==> config.mk <==
export PLATFORM = sky130hd
export DESIGN_NAME = block_bubble_sorter_flat
export DESIGN_NICKNAME = d
export VERILOG_FILES = /design/src/rtl/core/bbs_pkg.sv /design/src/rtl/core/bbs_if.sv /design/src/rtl/core/bbs_cell.sv /design/src/rtl/core/bbs_ctrl.sv /design/src/rtl/core/block_bubble_sorter.sv /design/src/flat_wrapper.sv
export SDC_FILE = /design/constraint.sdc
export NUM_CORES = 2
export LEC_CHECK = 0
export BUFFER_PORTS_ARGS = -buffer_cell sky130_fd_sc_hd__buf_2
export CAP_MARGIN = 10
export CORE_AREA = 2 2 345 347
export DETAILED_ROUTE_END_ITERATION = 10
export DIE_AREA = 0 0 347 349
export GPL_ROUTABILITY_DRIVEN = 0
export PLACE_DENSITY = 0.65
export RECOVER_POWER = 25
export SLEW_MARGIN = 20
export SYNTH_ARGS = -nofsm -noshare
export SYNTH_HDL_FRONTEND = slang
export SYNTH_SLANG_ARGS = --single-unit
==> constraint.sdc <==
create_clock -name clk -period 5.4 [get_ports clk]
set_input_delay 1.08 -clock clk [delete_from_list [all_inputs] [get_ports clk]]
set_output_delay 1.08 -clock clk [all_outputs]
set_load 0.03 [all_outputs]
==> src/rtl/core/bbs_pkg.sv <==
`timescale 1ns / 1ps
// Block bubble sorter: shared constants, types and controller states.
// No dependencies; every other file uses it by scoped names.
package bbs_pkg;

  localparam int MAX_ITEMS    = 16;
  localparam int DATA_W       = 32;
  // count holds 0..MAX_ITEMS
  localparam int CNT_W        = $clog2(MAX_ITEMS + 1);
  // settle wait covers the longest insertion wavefront through the chain
  localparam int SETTLE_CYCLES = MAX_ITEMS;
  localparam int TMR_W        = $clog2(SETTLE_CYCLES + 1);

  // value traveling from one cell to its right neighbor
  typedef struct packed {
    logic                     vld;
    logic signed [DATA_W-1:0] val;
  } link_t;

  // held contents of one cell
  typedef struct packed {
    logic                     full;
    logic signed [DATA_W-1:0] val;
  } cell_state_t;

  typedef enum logic [1:0] {
    ST_LOAD,
    ST_SETTLE,
    ST_DRAIN
  } ctrl_state_t;

endpackage

==> src/rtl/core/bbs_if.sv <==
`timescale 1ns / 1ps
// Valid/ready channel interfaces for the sorter input and output beats.
// Depends on bbs_pkg for the data width.
interface bbs_in_if;
  logic                              valid;
  logic                              ready;
  logic signed [bbs_pkg::DATA_W-1:0] value;
  logic                              last_item;

  modport source (output valid, output value, output last_item, input ready);
  modport sink   (input valid, input value, input last_item, output ready);
endinterface

interface bbs_out_if;
  logic                              valid;
  logic                              ready;
  logic signed [bbs_pkg::DATA_W-1:0] sorted_value;
  logic                              last_out;
  logic                              dropped;

  modport source (output valid, output sorted_value, output last_out, output dropped,
                  input ready);
  modport sink   (input valid, input sorted_value, input last_out, input dropped,
                  output ready);
endinterface

==> src/rtl/core/bbs_cell.sv <==
`timescale 1ns / 1ps
// One insertion cell: keeps the smaller of held and arriving value, passes the
// larger right; shifts left from its right neighbor while draining. Uses bbs_pkg.
module bbs_cell (
  input  logic                 clk,
  input  logic                 rst,
  input  logic                 shift,
  input  bbs_pkg::link_t       link_in,
  output bbs_pkg::link_t       link_out,
  input  bbs_pkg::cell_state_t right,
  output bbs_pkg::cell_state_t held
);

  logic full;
  logic signed [bbs_pkg::DATA_W-1:0] val;
  logic out_vld;
  logic signed [bbs_pkg::DATA_W-1:0] out_val;

  // full flag and pass-on valid are control state
  always_ff @(posedge clk) begin
    if (rst) begin
      full    <= 1'b0;
      out_vld <= 1'b0;
    end else if (shift) begin
      full    <= right.full;
      out_vld <= 1'b0;
    end else if (link_in.vld) begin
      full    <= 1'b1;
      out_vld <= full;
    end else begin
      out_vld <= 1'b0;
    end
  end

  // payload: strict greater-than swap keeps equal values in arrival order
  always_ff @(posedge clk) begin
    if (shift) begin
      val <= right.val;
    end else if (link_in.vld) begin
      if (!full) begin
        val <= link_in.val;
      end else if (val > link_in.val) begin
        val     <= link_in.val;
        out_val <= val;
      end else begin
        out_val <= link_in.val;
      end
    end
  end

  assign link_out.vld = out_vld;
  assign link_out.val = out_val;
  assign held.full    = full;
  assign held.val     = val;

endmodule

==> src/rtl/core/bbs_ctrl.sv <==
`timescale 1ns / 1ps
// Sorter controller: load/settle/drain sequencing, element count, overflow flag
// and the injection register feeding the cell chain. Uses bbs_pkg and bbs_if.
module bbs_ctrl (
  input  logic                 clk,
  input  logic                 rst,
  bbs_in_if.sink               sort_in,
  bbs_out_if.source            sort_out,
  input  bbs_pkg::cell_state_t head,
  output logic                 shift,
  output bbs_pkg::link_t       inject
);

  bbs_pkg::ctrl_state_t state;
  bbs_pkg::ctrl_state_t state_next;
  logic [bbs_pkg::CNT_W-1:0] count;
  logic [bbs_pkg::TMR_W-1:0] timer;
  logic overflow;
  logic inj_vld;
  logic signed [bbs_pkg::DATA_W-1:0] inj_val;

  logic in_beat;
  logic out_beat;
  logic has_room;
  logic last_beat;

  assign in_beat   = sort_in.valid && sort_in.ready;
  assign out_beat  = sort_out.valid && sort_out.ready;
  assign has_room  = count < bbs_pkg::CNT_W'(bbs_pkg::MAX_ITEMS);
  assign last_beat = out_beat && (count == bbs_pkg::CNT_W'(1));

  // next state
  always_comb begin
    state_next = state;
    case (state)
      bbs_pkg::ST_LOAD: begin
        if (in_beat && sort_in.last_item) state_next = bbs_pkg::ST_SETTLE;
      end
      bbs_pkg::ST_SETTLE: begin
        if (timer == '0) state_next = bbs_pkg::ST_DRAIN;
      end
      bbs_pkg::ST_DRAIN: begin
        if (last_beat) state_next = bbs_pkg::ST_LOAD;
      end
      default: state_next = bbs_pkg::ST_LOAD;
    endcase
  end

  // outputs
  always_comb begin
    sort_in.ready = 1'b0;
    sort_out.valid = 1'b0;
    case (state)
      bbs_pkg::ST_LOAD:   sort_in.ready  = 1'b1;
      bbs_pkg::ST_SETTLE: sort_in.ready  = 1'b0;
      bbs_pkg::ST_DRAIN:  sort_out.valid = 1'b1;
      default: begin
        sort_in.ready  = 1'b0;
        sort_out.valid = 1'b0;
      end
    endcase
  end

  assign sort_out.sorted_value = head.val;
  assign sort_out.last_out     = (count == bbs_pkg::CNT_W'(1));
  assign sort_out.dropped      = (count == bbs_pkg::CNT_W'(1)) && overflow;
  assign shift                 = out_beat;
  assign inject.vld            = inj_vld;
  assign inject.val            = inj_val;

  // state, count, overflow, settle timer
  always_ff @(posedge clk) begin
    if (rst) begin
      state    <= bbs_pkg::ST_LOAD;
      count    <= '0;
      overflow <= 1'b0;
      timer    <= '0;
      inj_vld  <= 1'b0;
    end else begin
      state   <= state_next;
      inj_vld <= in_beat && has_room;
      if (in_beat) begin
        if (has_room) count <= count + bbs_pkg::CNT_W'(1);
        else overflow <= 1'b1;
        timer <= bbs_pkg::TMR_W'(bbs_pkg::SETTLE_CYCLES);
      end else if (state == bbs_pkg::ST_SETTLE && timer != '0) begin
        timer <= timer - bbs_pkg::TMR_W'(1);
      end
      if (out_beat) count <= count - bbs_pkg::CNT_W'(1);
      if (last_beat) overflow <= 1'b0;
    end
  end

  // injection payload
  always_ff @(posedge clk) begin
    if (in_beat) inj_val <= sort_in.value;
  end

  // count never exceeds the chain length
  a_count_range: assert property (@(posedge clk) disable iff (rst)
    count <= bbs_pkg::CNT_W'(bbs_pkg::MAX_ITEMS))
    else $error("element count beyond capacity");

  // a drop can only happen with the chain full
  a_overflow_full: assert property (@(posedge clk) disable iff (rst)
    (state == bbs_pkg::ST_LOAD && overflow) |-> count == bbs_pkg::CNT_W'(bbs_pkg::MAX_ITEMS))
    else $error("overflow flagged with free cells");

  // every drained beat comes from an occupied head cell
  a_head_full: assert property (@(posedge clk) disable iff (rst)
    sort_out.valid |-> (head.full && count != '0))
    else $error("draining an empty chain");

  // block end returns to an empty loading state
  a_block_end: assert property (@(posedge clk) disable iff (rst)
    last_beat |=> (state == bbs_pkg::ST_LOAD && count == '0 && !overflow))
    else $error("block did not clear after last beat");

endmodule

==> src/rtl/core/block_bubble_sorter.sv <==
`timescale 1ns / 1ps
// Top level of the block sorter: controller plus a chain of insertion cells.
// Depends on bbs_pkg, bbs_if, bbs_cell and bbs_ctrl.
//
//  channel   dir  beat fields                          handshake
//  sort_in   in   value[31:0] s, last_item             valid/ready
//  sort_out  out  sorted_value[31:0] s, last_out, dropped  valid/ready
//
// Loading takes one beat per cycle; each value ripples right through the cell
// chain, one cell per cycle, so the block is sorted while it loads.
// After the last beat the chain settles until the settle timer runs out, then drains
// one beat per cycle from the head cell while sort_out is ready.
// Input is not ready while settling or draining; an output stall freezes the chain.
// rst is synchronous: chain empty, count and overflow cleared, ready to load.
module block_bubble_sorter (
  input  logic       clk,
  input  logic       rst,
  bbs_in_if.sink     sort_in,
  bbs_out_if.source  sort_out
);

  bbs_pkg::link_t       link  [0:bbs_pkg::MAX_ITEMS];
  bbs_pkg::cell_state_t cells [0:bbs_pkg::MAX_ITEMS];
  logic                 shift;

  // beyond the last cell the chain reads as empty
  assign cells[bbs_pkg::MAX_ITEMS] = '0;

  bbs_ctrl u_ctrl (
    .clk      (clk),
    .rst      (rst),
    .sort_in  (sort_in),
    .sort_out (sort_out),
    .head     (cells[0]),
    .shift    (shift),
    .inject   (link[0])
  );

  // insertion chain
  for (genvar i = 0; i < bbs_pkg::MAX_ITEMS; i++) begin : g_cell
    bbs_cell u_cell (
      .clk      (clk),
      .rst      (rst),
      .shift    (shift),
      .link_in  (link[i]),
      .link_out (link[i+1]),
      .right    (cells[i+1]),
      .held     (cells[i])
    );
  end

endmodule
==> src/flat_wrapper.sv <==
// flat-port wrapper written by rule: the top's interface ports become plain ports
module block_bubble_sorter_flat 
  (clk, rst, sort_in_valid, sort_in_value, sort_in_last_item, sort_in_ready, sort_out_valid, sort_out_sorted_value, sort_out_last_out, sort_out_dropped, sort_out_ready);
  bbs_in_if sort_in_i ();
  bbs_out_if sort_out_i ();
  input  logic clk;
  input  logic rst;
  input wire logic [$bits(sort_in_i.valid)-1:0] sort_in_valid;
  input wire logic [$bits(sort_in_i.value)-1:0] sort_in_value;
  input wire logic [$bits(sort_in_i.last_item)-1:0] sort_in_last_item;
  output wire logic [$bits(sort_in_i.ready)-1:0] sort_in_ready;
  output wire logic [$bits(sort_out_i.valid)-1:0] sort_out_valid;
  output wire logic [$bits(sort_out_i.sorted_value)-1:0] sort_out_sorted_value;
  output wire logic [$bits(sort_out_i.last_out)-1:0] sort_out_last_out;
  output wire logic [$bits(sort_out_i.dropped)-1:0] sort_out_dropped;
  input wire logic [$bits(sort_out_i.ready)-1:0] sort_out_ready;
  assign sort_in_i.valid = sort_in_valid;
  assign sort_in_i.value = sort_in_value;
  assign sort_in_i.last_item = sort_in_last_item;
  assign sort_in_ready = sort_in_i.ready;
  assign sort_out_valid = sort_out_i.valid;
  assign sort_out_sorted_value = sort_out_i.sorted_value;
  assign sort_out_last_out = sort_out_i.last_out;
  assign sort_out_dropped = sort_out_i.dropped;
  assign sort_out_i.ready = sort_out_ready;
  block_bubble_sorter u_core (.clk(clk), .rst(rst), .sort_in(sort_in_i), .sort_out(sort_out_i));
endmodule
### After elaboration in Yosys (flattened, before gate mapping)

Index checks and enable logic that the tools add are counted.

* add/subtract/negate cells: 3
* magnitude comparators: 17
* equal/unequal tests: 22
* muxes and demuxes: 118
* bitwise gates (word level): 17
* reductions and logical operators: 80

Operators with widths (number)
* 32-bit two-way mux: 77
* 32-bit > comparator: 16
* 3-bit AND reduction: 16
* 3-bit by 1-bit inequality test with 1-bit output, second input constant: 15
* 3-bit OR reduction: 15
* 2-bit AND reduction: 18
* 2-bit nonzero test: 18
* 1-bit two-way mux: 32
* 5-bit two-way mux: 5
* 1-bit inverter: 17
* 5-bit by 1-bit subtractor with 5-bit output, second input constant: 2
* 1-bit logical AND: 7
* 2-bit two-way mux: 3
* 2-bit inequality test, second input constant: 3
* 2-bit one-hot mux with 3 select lines: 1
* 2-bit OR reduction: 3
* 5-bit by 1-bit adder with 5-bit output, second input constant: 1
* 5-bit by 1-bit equality test with 1-bit output, second input constant: 1
* 5-bit zero test: 1
* 5-bit < comparator, second input constant: 1
* 5-bit nonzero test: 1
* 2-bit by 1-bit equality test with 1-bit output, second input constant: 1
* 2-bit equality test, second input constant: 1
* 2-bit zero test: 1
* 2-bit by 1-bit inequality test with 1-bit output, second input constant: 1

* register bits after elaboration: 1069
* input bits: 37
* output and inout bits: 36
* word-level logic and storage cells: 326

### Logic depth before layout (Yosys ltp)

* word-level depth: 6
* depth in mapped cells: 11
* depth with buffers taken out: 9

### By module

A second synthesis with hierarchy kept.

* cell total of the unflattened synthesis: 4858
* area total of the unflattened synthesis: 58850.2 um2

Modules (own cells, without submodules)
* bbs_cell: instances 16, cells an instance 294, area an instance 3554.7 um2, seq. area each 1961.9 um2
* bbs_ctrl: instances 1, cells an instance 153, area an instance 1971.9 um2, seq. area each 1241.2 um2
* block_bubble_sorter: instances 1, cells an instance 1, area an instance 3.8 um2, seq. area each 0.0 um2

### Worst setup path before layout

No wires, ideal clock.

* path kind: reg2reg
* start: reg u_core.g_cell[8].u_cell.val[17] (netlist name)
* end: reg u_core.g_cell[8].u_cell.val[0] (netlist name) (enable)
* library setup time: 0.470 ns
* arrival: 4.376 ns
* data required time: 4.930 ns
* path slack: 0.554 ns
* cell stages (with the launch flop): 10
* buffers on the path: 1
* period minus slack after synthesis: 4.846 ns
* path through: edfxtp_1 ha_1 a21oi_1 o21ai_0 a2111oi_0 a31o_1 buf_2 and2_1 mux2i_1 o31ai_1

* word-level cells in the longest chain between the ends: 3

RTL lines
* start, declared: RTL line bbs_cell.sv:15 `logic signed [bbs_pkg::DATA_W-1:0] val;`
* start signal, assigned: RTL line bbs_cell.sv:38 `val <= right.val;`
* start signal, assigned: RTL line bbs_cell.sv:41 `val <= link_in.val;`
* start signal, assigned: RTL line bbs_cell.sv:43 `val <= link_in.val;`
* 32-bit > comparator: RTL line bbs_cell.sv:42 `end else if (val > link_in.val) begin`
* 3-bit by 1-bit inequality test with 1-bit output (no source line)
* 2-bit AND reduction (no source line)

Every way passes these cells.
A chain may end at the register's enable or synchronous reset.

### Final worst setup path

* start: reg u_core.u_ctrl.state[1]
* end: reg u_core.g_cell[14].u_cell.out_val[10] (netlist name) (enable)

* word-level cells in the longest chain between the ends: 5

RTL lines
* start, declared: RTL line bbs_ctrl.sv:14 `bbs_pkg::ctrl_state_t state;`
* start signal, assigned: RTL line bbs_ctrl.sv:74 `state <= bbs_pkg::ST_LOAD;`
* start signal, assigned: RTL line bbs_ctrl.sv:80 `state <= state_next;`
* 2-bit equality test: RTL line bbs_ctrl.sv:53 `case (state)`
* 1-bit two-way mux: RTL line bbs_ctrl.sv:53
* 1-bit logical AND: RTL line bbs_ctrl.sv:28 `assign out_beat = sort_out.valid && sort_out.ready;`
* 1-bit inverter (no source line)
* 3-bit AND reduction (no source line)
* end signal, assigned: RTL line bbs_cell.sv:44 `out_val <= val;`
* end signal, assigned: RTL line bbs_cell.sv:46 `out_val <= link_in.val;`
* end, declared: RTL line bbs_cell.sv:17 `logic signed [bbs_pkg::DATA_W-1:0] out_val;`

Every way passes these cells.

==> flow_metrics.py <==
metrics = {
    "synth": {
        "ys_top_cells_by_area": "edfxtp_1 51%, ha_1 11%, mux2_2 6.4%, o21ai_0 4.8%, nand2_1 4.2%",
        "synth_edf_count": 992,
        "yosysTopAreaCell": "edfxtp_1",
        "synth_area_sq_mm": 0.0584,
        "syn_avg_cell_area_sq_um": 11.4,
        "synth_cells": 5112,
        "yosysTopAreaCellShare_pct": 51.0,
        "yosysWarnings": 0,
        "ys_seq_elements": 1069,
        "ys_seq_area_share_pct": 53.6,
        "yosysUniqueCellTypes": 89,
        "async_reset_ff_share_pct": 0,
        "synth_ff_type": "edfxtp_1",
        "syn-num-nets": 5666,
    },
    "global_routing": {
        "overflow": 0,
        "grt_max_degree": 132,
        "first_global_vias": 39248,
        "antenna_found_initial": 1,
        "grt_first_pass_wirelength_microns": 220000,
        "grt_usage_pct": 22.9,
    },
    "sta": {
        "finalCriticalPeriod_ns": 4.64,
        "fin_skew_ns": 0.0297,
        "tns_ns": 0,
        "clock.fmax_mhz": 215,
        "max_slew_margin_pct": -57.2,
        "finalHoldViolCount": 0,
        "report.final.slew_viol_count": 487,
        "setup_viol": 0,
        "tightest_slew_ns": 2.36,
        "rsz0062_at_grt": "false",
        "fin_crit_sh_pct": 86.0,
        "hold_slack_ns": 0.470,
    },
    "clocking": {
        "path_clk_slew_ns": 0.06,
        "htree_levels": 3,
        "insertion_delay_ns": 0.72,
        "cts_num_sinks": 1069,
        "cts_buffer_depth": 3,
        "clock-root-buffer": "clkbuf_16",
        "cts_made_buffers": 113,
        "holdBufCountCts": 0,
        "postCtsSetupBuffers": 0,
        "cts_tree": "built",
        "cts_resized": 0,
    },
    "status": {
        "status": "complete, but fails checks",
        "violations": "max-capacitance violations, max-slew violations",
    },
    "setup_path": {
        "required_ns": 5.73,
        "endpoint_kind": "flop",
        "cp_max_fo": 42,
        "critPathLaunchType": "flop",
        "critPathKind": "reg2reg",
        "arrival_ns": 4.98,
        "crit_start": "u_core.u_ctrl.state[1]",
        "r2r-start": "u_core.u_ctrl.state[1]",
    },
    "floorplan": {
        "die_y_microns": 349,
        "dieArea_sq_mm": 0.121,
        "start_util_pct": 49.7,
        "io-pin-count": 73,
        "placement_rows": 126,
        "die_x_microns": 347,
        "core_sq_mm": 0.117,
    },
    "power": {
        "p_switching_w": 0.00420,
        "p_sw_share_pct": 22.8,
        "seqPwrFrac_pct": 50.7,
        "combPwrFrac_pct": 5.7,
        "leakagePower_nw": 24.7,
        "powerDensity_mw_per_mm2": 288,
        "power.share.clock_pct": 43.7,
        "ir_drop_v": 0.000333,
        "intPower_w": 0.0142,
    },
    "route": {
        "route.antenna.remaining_nets": 0,
        "dr_wl_met2_microns": 68200,
        "dr.pass1.iters": 6,
        "drc": 0,
        "met3_length_microns": 6550,
        "wl_per_cell_microns": 20.7,
        "drt_wl_total_microns": 140000,
        "m1WireLength_microns": 61500,
        "vias_per_cell": 5.79,
        "drt_iter0_drc": 3454,
        "vias": 39081,
        "dr.max_layer_used": "met4",
    },
    "finish": {
        "final_common_cell": "edfxtp_1",
        "fillCellCount": 10018,
        "layout.nets": 5673,
        "area.growth.synth_to_final_pct": 9.35,
        "final_cell_mix": "992 x edfxtp_1, 657 x nand2_1, 561 x o21ai_0",
        "layout-drive-gt1-share_pct": 13.6,
    },
    "hold_path": {
        "hp-class": "reg2reg",
        "worstHoldStart": "u_core.g_cell[15].u_cell.val[0]",
    },
    "job": {
        "cap_violations": 11,
    },
    "place": {
        "dp_hpwl_microns": 99800,
        "io_buffers": 72,
    },
}
==> power by group through the flow <==
stage | clock network (W) | registers [W] | logic [W]
after global placement | 0 | 0.00949 | 0.00104
after global routing | 0.00846 | 0.00934 | 0.00116
after detailed placement | 0 | 0.00950 | 0.00106
after CTS | 0.00815 | 0.00933 | 0.00107
final | 0.00804 | 0.00933 | 0.00105
after floorplan | 0 | 0.00945 | 0.000822
==> synthesized netlist by cell type, types with 31 or more instances <==
master,number
nand3_1,38
mux2i_1,34
clkbuf_1,157
nand4_1,100
a21oi_1,187
o21a_1,32
o221a_2,31
edfxtp_1,992
mux2_1,59
o21bai_1,33
dfxtp_1,77
nand2_1,657
buf_4,41
inv_1,543
o21ai_0,561
a2111oi_0,34
ha_1,517
a21o_1,107
a31oi_1,43
nor2b_1,41
mux2_2,330
nor3_1,77
nor2_1,121
==> routing by layer <==
| metal | vias to the layer above | track usage [%] |
|---|---|---|
| met1 | 19252 | 30.7 |
| met5 | - | 0 |
| li1 | 18670 | - |
| met3 | 243 | 2.95 |
| met4 | 0 | 6.70 |
| met2 | 916 | 38.9 |
==> state kept, by name (all words and copies together), names as in the netlist <==
name / cells
u_core.g_cell.u_cell.full: 16
u_core.g_cell.u_cell.val: 512
u_core.u_ctrl.state: 2
u_core.g_cell.u_cell.out_vld: 15
u_core.g_cell.u_cell.out_val: 480
u_core.u_ctrl.count: 5
u_core.u_ctrl.inj_val: 32
u_core.u_ctrl.inj_vld: 1
u_core.u_ctrl.overflow: 1
u_core.u_ctrl.timer: 5
==> metrics by stage <==
step	setup WS, ns	instance area, sq um	instances	util [%]	power [W]
2_1_floorplan	0.554	58400	5112	-	0.0103
3_3_place_gp	1.14	60200	6540	51.2	0.0105
3_5_place_dp	1.05	60200	6540	51.2	0.0106
4_1_cts	1.01	64000	6754	54.5	0.0185
5_1_grt	0.567	63900	6754	54.4	0.0190
6_report	0.756	63900	6755	54.4	0.0184
==> worst max-delay path: stages, from the launching register on <==
cell,delay (ns)
dfxtp_1,0.33
nor2b_1,0.19
nand2_1,1.58
clkbuf_1,1.07
and3_1,0.27
clkbuf_2,0.77
==> path summary, 6_finish.rpt <==
check	endpoint	slack (ns)	cells past startpoint
worst min register to register	u_core.g_cell[15].u_cell.val[0]	0.47	2
worst min-delay path	u_core.g_cell[15].u_cell.val[0]	0.47	2
worst max-delay path	u_core.g_cell[14].u_cell.out_val[10]	0.76	5
worst max register to register	u_core.g_cell[14].u_cell.out_val[10]	0.76	5
==> cells by family after synthesis <==
kind of cell / synth area share, %
adder cells (fa/ha/maj): 11.1
buffers and inverters: 5.72
flip-flops: 53.6
XOR/XNOR: 0.105
AND/OR/NAND/NOR: 8.59
multiplexers: 8.85
AO/OA/AOI/OAI: 12.0
==> area by class of cell <==
class / instances / area [sq um] / share of cell area (%)
well taps: 1536 / 1920 / 3.01
repair buffers: 145 / 860 / 1.35
flip-flops and latches: 1069 / 31300 / 49.1
inverters: 543 / 2040 / 3.19
diodes: 1 / 2.50 / 0.00392
clock buffers: 142 / 3040 / 4.76
multi-input cells: 3247 / 23900 / 37.4
clock inverters: 72 / 764 / 1.20
No activity file was read; power rests on OpenSTA's default activity.
